`src/design/ufsp_pkg.sv`:
```
// ----------------------------------------------------------------------------
// ufsp_pkg
// Shared types and constants for the union-find site percolation block.
// ----------------------------------------------------------------------------
package ufsp_pkg;

    localparam int MAX_SITES = 4096;
    localparam int ADDR_W    = $clog2(MAX_SITES);
    localparam int SIZE_W    = ADDR_W + 1;
    localparam int SIDE_W    = 7;
    localparam int SIDE_MAX  = 64;
    localparam int REQ_W     = 2;
    localparam int CFG_W     = 32;
    localparam int PADDR_W   = 3;

    typedef enum logic [REQ_W-1:0] {
        REQ_CLEAR  = 2'd0,
        REQ_OCCUPY = 2'd1,
        REQ_QUERY  = 2'd2,
        REQ_NONE   = 2'd3
    } t_req;

    // one table entry: occupied bit, parent link, size (valid at roots)
    typedef struct packed {
        logic              full;
        logic [ADDR_W-1:0] parent;
        logic [SIZE_W-1:0] size;
    } t_entry;

    typedef enum logic [3:0] {
        ST_CLEAR,
        ST_IDLE,
        ST_DISPATCH,
        ST_CHK,
        ST_NB,
        ST_NB_CHK,
        ST_WALK,
        ST_CMP,
        ST_MERGE1,
        ST_MERGE2
    } t_state;

    typedef enum logic [1:0] {
        RD_S1,
        RD_NB,
        RD_PARENT,
        RD_START
    } t_rd_sel;

    typedef enum logic [2:0] {
        WR_NONE,
        WR_CLEAR,
        WR_OCCUPY,
        WR_COMPRESS,
        WR_MERGE_ROOT,
        WR_MERGE_LINK
    } t_wr_op;

    typedef enum logic [1:0] {
        EM_NONE,
        EM_ZERO,
        EM_FOUND,
        EM_CLEAR
    } t_emit;

    typedef struct packed {
        t_rd_sel rd_sel;
        t_wr_op  wr_op;
        t_emit   emit;
        logic    latch;
        logic    find_start;
        logic    walk_step;
        logic    top_found;
        logic    cmp_step;
        logic    j_clr;
        logic    j_inc;
        logic    merge;
    } t_cmd;

    typedef struct packed {
        t_req req;
        logic s1_ok;
        logic full;
        logic nb_ok;
        logic j_done;
        logic at_top;
        logic cmp_done;
        logic same_root;
        logic clr_last;
    } t_stat;

endpackage

```
`src/design/ufsp_ctrl.sv`:
```
// ----------------------------------------------------------------------------
// ufsp_ctrl
// Sequencer: clearing sweep, occupy over four neighbors, root walk with
// path compression, merge by size.
// ----------------------------------------------------------------------------
module ufsp_ctrl (
    input  logic            i_clk,
    input  logic            i_rst_n,
    input  logic            i_start,
    output logic            o_busy,
    output ufsp_pkg::t_cmd  o_cmd,
    input  ufsp_pkg::t_stat i_stat
);
    import ufsp_pkg::*;

    t_state r_state;
    t_state n_state;
    logic   r_final;
    logic   n_final;
    logic   r_emit_clr;
    logic   n_emit_clr;

    always_ff @(posedge i_clk) begin
        if (!i_rst_n) begin
            r_state    <= ST_CLEAR;
            r_final    <= 1'b0;
            r_emit_clr <= 1'b0;
        end else begin
            r_state    <= n_state;
            r_final    <= n_final;
            r_emit_clr <= n_emit_clr;
        end
    end

    always_comb begin
        n_state    = r_state;
        n_final    = r_final;
        n_emit_clr = r_emit_clr;
        o_cmd      = '0;
        o_cmd.rd_sel = RD_S1;
        o_cmd.wr_op  = WR_NONE;
        o_cmd.emit   = EM_NONE;
        o_busy     = 1'b1;
        case (r_state)
            ST_CLEAR: begin
                o_cmd.wr_op = WR_CLEAR;
                if (i_stat.clr_last) begin
                    if (r_emit_clr) begin
                        o_cmd.emit = EM_CLEAR;
                    end
                    n_emit_clr = 1'b0;
                    n_state    = ST_IDLE;
                end
            end
            ST_IDLE: begin
                o_busy = 1'b0;
                if (i_start) begin
                    o_cmd.latch = 1'b1;
                    n_state     = ST_DISPATCH;
                end
            end
            ST_DISPATCH: begin
                if (i_stat.req == REQ_CLEAR) begin
                    n_emit_clr = 1'b1;
                    n_state    = ST_CLEAR;
                end else if ((i_stat.req == REQ_OCCUPY || i_stat.req == REQ_QUERY)
                             && i_stat.s1_ok) begin
                    o_cmd.rd_sel = RD_S1;
                    n_state      = ST_CHK;
                end else begin
                    o_cmd.emit = EM_ZERO;
                    n_state    = ST_IDLE;
                end
            end
            ST_CHK: begin
                if (i_stat.req == REQ_OCCUPY && !i_stat.full) begin
                    o_cmd.wr_op = WR_OCCUPY;
                    o_cmd.j_clr = 1'b1;
                    n_state     = ST_NB;
                end else if (i_stat.full) begin
                    o_cmd.rd_sel     = RD_S1;
                    o_cmd.find_start = 1'b1;
                    n_final          = 1'b1;
                    n_state          = ST_WALK;
                end else begin
                    o_cmd.emit = EM_ZERO;
                    n_state    = ST_IDLE;
                end
            end
            ST_NB: begin
                if (i_stat.j_done) begin
                    o_cmd.rd_sel     = RD_S1;
                    o_cmd.find_start = 1'b1;
                    n_final          = 1'b1;
                    n_state          = ST_WALK;
                end else if (i_stat.nb_ok) begin
                    o_cmd.rd_sel = RD_NB;
                    n_state      = ST_NB_CHK;
                end else begin
                    o_cmd.j_inc = 1'b1;
                end
            end
            ST_NB_CHK: begin
                if (!i_stat.full) begin
                    o_cmd.j_inc = 1'b1;
                    n_state     = ST_NB;
                end else begin
                    o_cmd.rd_sel     = RD_NB;
                    o_cmd.find_start = 1'b1;
                    n_final          = 1'b0;
                    n_state          = ST_WALK;
                end
            end
            ST_WALK: begin
                if (i_stat.at_top) begin
                    o_cmd.top_found = 1'b1;
                    o_cmd.rd_sel    = RD_START;
                    n_state         = ST_CMP;
                end else begin
                    o_cmd.walk_step = 1'b1;
                    o_cmd.rd_sel    = RD_PARENT;
                end
            end
            ST_CMP: begin
                if (!i_stat.cmp_done) begin
                    o_cmd.wr_op    = WR_COMPRESS;
                    o_cmd.cmp_step = 1'b1;
                    o_cmd.rd_sel   = RD_PARENT;
                end else if (r_final) begin
                    o_cmd.emit = EM_FOUND;
                    n_state    = ST_IDLE;
                end else if (i_stat.same_root) begin
                    o_cmd.j_inc = 1'b1;
                    n_state     = ST_NB;
                end else begin
                    n_state = ST_MERGE1;
                end
            end
            ST_MERGE1: begin
                o_cmd.wr_op = WR_MERGE_ROOT;
                n_state     = ST_MERGE2;
            end
            ST_MERGE2: begin
                o_cmd.wr_op = WR_MERGE_LINK;
                o_cmd.merge = 1'b1;
                o_cmd.j_inc = 1'b1;
                n_state     = ST_NB;
            end
            default: begin
                n_state = ST_IDLE;
            end
        endcase
    end

endmodule

```
`config.mk`:
```
export PLATFORM = sky130hd
export DESIGN_NAME = ufsp_ctrl
export DESIGN_NICKNAME = d
export VERILOG_FILES = /design/src/design/ufsp_pkg.sv /design/src/design/ufsp_ctrl.sv
export SDC_FILE = /design/constraint.sdc
export NUM_CORES = 1
export LEC_CHECK = 0
export BUFFER_PORTS_ARGS = -buffer_cell sky130_fd_sc_hd__buf_2
export CORE_UTILIZATION = 50
export CTS_BUF_LIST = sky130_fd_sc_hd__clkbuf_2
export CTS_CLUSTER_SIZE = 10
export DETAILED_ROUTE_END_ITERATION = 12
export PLACE_DENSITY = 0.9
export SLEW_MARGIN = 40
export SYNTH_ARGS = -nofsm -noshare
export SYNTH_HDL_FRONTEND = slang
export SYNTH_SLANG_ARGS = --single-unit
```
`constraint.sdc`:
```
create_clock -name i_clk -period 4.6 [get_ports i_clk]
set_clock_uncertainty 0.15 [all_clocks]
set_input_delay 0.23 -clock i_clk [delete_from_list [all_inputs] [get_ports i_clk]]
set_output_delay 0.23 -clock i_clk [all_outputs]
set_load 0.01 [all_outputs]
```
Word level (Yosys, flattened, before mapping)
Cells that the tools add are included.
{"block": "word_totals", "reg_bits": 6, "input_bits": 13, "out_inout_bits": 16, "word_cells": 96}
{"block": "op_classes", "n_eq_ne": 21, "n_mux": 61, "n_reduce_logical": 11}
{"op": "4-bit two-way mux", "n": 10}
{"op": "4-bit one-hot mux with 10 select lines", "n": 1}
{"op": "1-bit two-way mux", "n": 33}
{"op": "2-bit inequality test (second input constant)", "n": 9}
{"op": "4-bit by 3-bit equality test with 1-bit output (second input constant)", "n": 4}
{"op": "2-bit two-way mux", "n": 8}
{"op": "2-bit one-hot mux with 4 select lines", "n": 2}
{"op": "3-bit one-hot mux with 5 select lines", "n": 1}
{"op": "5-bit AND reduction", "n": 2}
{"op": "4-bit by 2-bit equality test with 1-bit output (second input constant)", "n": 2}
{"op": "4-bit equality test (second input constant)", "n": 2}
{"op": "1-bit one-hot mux with 3 select lines", "n": 2}
{"op": "5-bit two-way mux", "n": 1}
{"op": "4-bit by 1-bit equality test with 1-bit output (second input constant)", "n": 1}
{"op": "4-bit zero test", "n": 1}
{"op": "1-bit one-hot mux with 4 select lines", "n": 1}
{"op": "3-bit two-way mux", "n": 1}
{"op": "3-bit inequality test (second input constant)", "n": 1}
{"op": "3-bit AND reduction", "n": 1}
{"op": "3-bit nonzero test", "n": 1}
{"op": "2-bit by 1-bit equality test with 1-bit output (second input constant)", "n": 1}
{"op": "2-bit equality test (second input constant)", "n": 1}
{"op": "1-bit logical AND", "n": 2}
{"op": "2-bit zero test", "n": 1}
{"op": "4 further kinds", "n": 4}

Depth between registers and ports, before layout
{"block": "depth", "ltp_word": 6, "depth_mapped": 7, "mapped_depth_nobuf": 7}

Worst setup path after synthesis
OpenSTA, ideal clock, no wires.
{"block": "synth_path", "path_type": "flip-flop to output port", "from": "register r_state[3]", "to": "output port o_cmd[11] in the netlist's numbering", "arrival_time_ns": 1.321, "t_required_ns": 4.220, "path_slack_ns": 2.899, "stages_incl_launch_ff": 5, "path_buffers": 1, "path_cell_list": "dfxtp_1 > or2_1 > buf_6 > nor4_1 > or2_1"}
{"element": "start: declaration", "line_no": "ufsp_ctrl.sv:16", "source": "t_state r_state;"}
{"element": "start signal: assignment", "line_no": "ufsp_ctrl.sv:29", "source": "r_state <= n_state;"}
{"element": "end: declaration", "line_no": "ufsp_ctrl.sv:11", "source": "output ufsp_pkg::t_cmd o_cmd,"}

==> impl_metrics.json <==
{
  "status": "completed",
  "synthMuxAreaShare_pct": 4.153,
  "synthDominantCellAreaShare_pct": 15.95,
  "place_inst": 147,
  "fp.coreArea_um2": 1350,
  "synth_top_flop_cell": "dfxtp_1",
  "cts_root_buf": "clkbuf_2",
  "yosys_warnings": 0,
  "crit_type": "reg -> out",
  "timing.final.crit_share_pct": 50.32,
  "synth.most_common_cell": "nor2_1",
  "rows": 13,
  "ant_nets": 0,
  "dr_total_vias": 900,
  "syn_area_um2": 753.2,
  "slew-limit-headroom_pct": 47.69,
  "synth_nets": 126,
  "die-area_um2": 1665,
  "rsz0062_at_grt": "false",
  "numCtsBuffers": 3,
  "grt_pass1_vias": 699,
  "critical-path-max-stage-delay_ns": 0.83,
  "fin_cells": 150,
  "hold_buffers": 0,
  "min_path_type": "in -> reg",
  "synth_compound_area_share_pct": 29.90,
  "yosys.area_share.simple_pct": 37.54,
  "overflow": 0,
  "drive_above_1_share_pct": 26.67,
  "yosysSeqAreaShare_pct": 15.95,
  "finalHoldViolations": 0,
  "min_period_ns": 2.315,
  "synth.ff_latch_count": 6,
  "netlist_instances": 111,
  "synth_commonest_cells": "nor2_1 (15), nand2_1 (10), dfxtp_1 (6), nor3_1 (6)",
  "synth-xor-area-share_pct": 0,
  "grt_pass1_wl_mm": 2.849,
  "final_nets": 152,
  "peakVddDrop_v": 0.0001195,
  "avgSynthCellArea_um2": 6.786,
  "cp_num_buf_inv": 1,
  "clock_latency_ns": 0.22,
  "htreeDepth": 1,
  "fillers": 116,
  "firstDrtPassIters": 4,
  "synth_edf_count": 0,
  "setup_violations": 0,
  "path_common_cell": "nand2_1",
  "power_density_nw_per_um2": 150.6,
  "antenna_cells": 0,
  "cpLargestDelayFamily": "flip-flops",
  "yosys.area.top_type": "dfxtp_1",
  "drtIter0Drc": 42,
  "start_util_pct": 55.79,
  "grt_max_degree": 26,
  "dp_hpwl_mm": 1.581,
  "area_delta_synth_final_pct": 16.94,
  "cts_tree": "yes",
  "synthTopCellsByArea": "dfxtp_1 (16%), nor2_1 (7.5%), nand2_1 (5.0%)",
  "wl_mm": 2.119,
  "synth_top_family_by_area": "simple AND/OR/NAND/NOR gates",
  "vias_per_cell": 6.000,
  "gp_congestion": 0.9334,
  "ys_types": 38,
  "synth_adder_area_share_pct": 3.322,
  "critPathMaxFanout": 25,
  "antenna_found_initial": 0,
  "cts.sink_count": 6,
  "setup_tns_ns": 0,
  "path_clk_slew_ns": 0.06,
  "die_y_um": 40.81,
  "crit_chain": "nand2_1 > nor2_1 > nand2_1 > o22ai_1 > buf_2",
  "worst_slew_pin_slew_ns": 0.7836,
  "ios": 29,
  "p_leak_nw": 0.4426,
  "max_freq_mhz": 432.0,
  "critPathSlowestCell": "dfxtp_1",
  "cts_resized": 0,
  "slew_viol_final": 0,
  "port-buffer-count": 28,
  "fp.dieW_um": 40.81,
  "startpoint_type": "flip-flop",
  "worstPathRequired_ns": 4.22,
  "cts_buffer_depth": 2,
  "cap_violations": 0,
  "postCtsSetupBuffers": 0,
  "end_kind": "primary output",
  "ys_async_sr_fraction_pct": 0,
  "arrival_ns": 1.93,
  "grtUsageTotal_pct": 26.29,
  "post-route-drc-count": 0,
  "avgRoutedWirePerCell_um": 14.13
}
==> worst register-to-register path: stages (launching register included) <==
cell       delay [ns]
dfxtp_1          0.83
nor3_1           0.16
o311ai_2         0.38
o21ai_0          0.15
o2bb2ai_1        0.14
and2_1           0.15
==> metal layers <==
metal	vias up	global-route usage (%)	routed length (um)	share of wire, %
met5	-	0	0	0
met4	0	12.50	0	0
met3	0	3.261	205	9.7
met2	62	42.97	1010	48
met1	391	33.66	903	43
li1	447	-	-	-
==> placed cells by master (no fill, tap or decap), drive strengths merged, types with 2 or more instances in the layout <==
| cell type | netlist | final |
|---|---|---|
| nor2b | 3 | 3 |
| ha | 2 | 2 |
| o211a | 2 | 2 |
| nand2b | 5 | 5 |
| nor2 | 15 | 15 |
| a21oi | 5 | 5 |
| o22ai | 2 | 2 |
| o21ai | 7 | 7 |
| clkbuf | 0 | 3 |
| a22oi | 2 | 2 |
| buf | 7 | 28 |
| a31oi | 3 | 3 |
| dfxtp | 6 | 6 |
| and2 | 3 | 3 |
| a211oi | 2 | 2 |
| o21bai | 2 | 2 |
| nor4 | 2 | 2 |
| nor3 | 7 | 7 |
| inv | 6 | 6 |
| mux2i | 2 | 2 |
| nand2 | 11 | 11 |
| nand3 | 4 | 4 |
| or2 | 2 | 2 |
| a21boi | 2 | 2 |
==> sequential cells by signal, summed over array words and instances, names as in the netlist <==
name,flops
r_state,4
r_emit_clr,1
r_final,1
==> logic make-up after synthesis <==
group,after synthesis
flip-flops,6
AND/OR/NAND/NOR,56
AO/OA/AOI/OAI,31
multiplexers,3
buffers and inverters,13
adder cells (fa/ha/maj),2
==> report_power, final <==
group	internal, mW	switching (mW)
Sequential	0.0536	0.00514
Combinational	0.0171	0.0211
Clock	0.0176	0.0181
Total	0.0883	0.0443
==> stage by stage <==
stage	setup slack [ns]	power [mW]	util [%]	cell area, um^2	hold WS [ns]
6_report	2.285	0.1326	65.25	880.8	0.1423
5_1_grt	2.140	0.1405	65.25	880.8	0.1305
4_1_cts	2.323	0.1343	65.25	880.8	0.1253
3_5_place_dp	2.585	0.09705	64.13	865.8	0.3236
3_3_place_gp	2.641	0.09599	64.13	865.8	0.3192
2_1_floorplan	2.899	0.08233	-	753.2	0.1962
==> worst paths after layout <==
kind         slack (ns)       start  cells after the start         end
max                2.29  r_state[1]                      5    o_cmd[1]
min                0.14     i_rst_n                      3  r_state[0]
max reg2reg        2.53  r_state[1]                      5  r_state[2]
min reg2reg        0.34  r_emit_clr                      2  r_emit_clr
==> cell type report <==
cell class / count / area (um^2) / area share, %
Inverter: 6 / 22.52 / 2.557
Sequential cell: 6 / 120.1 / 13.64
Tap cell: 15 / 18.77 / 2.131
Multi-Input combinational cell: 92 / 564.3 / 64.06
Clock buffer: 3 / 15.01 / 1.705
Timing Repair Buffer: 28 / 140.1 / 15.91
(Power assumes the default switching activity.)
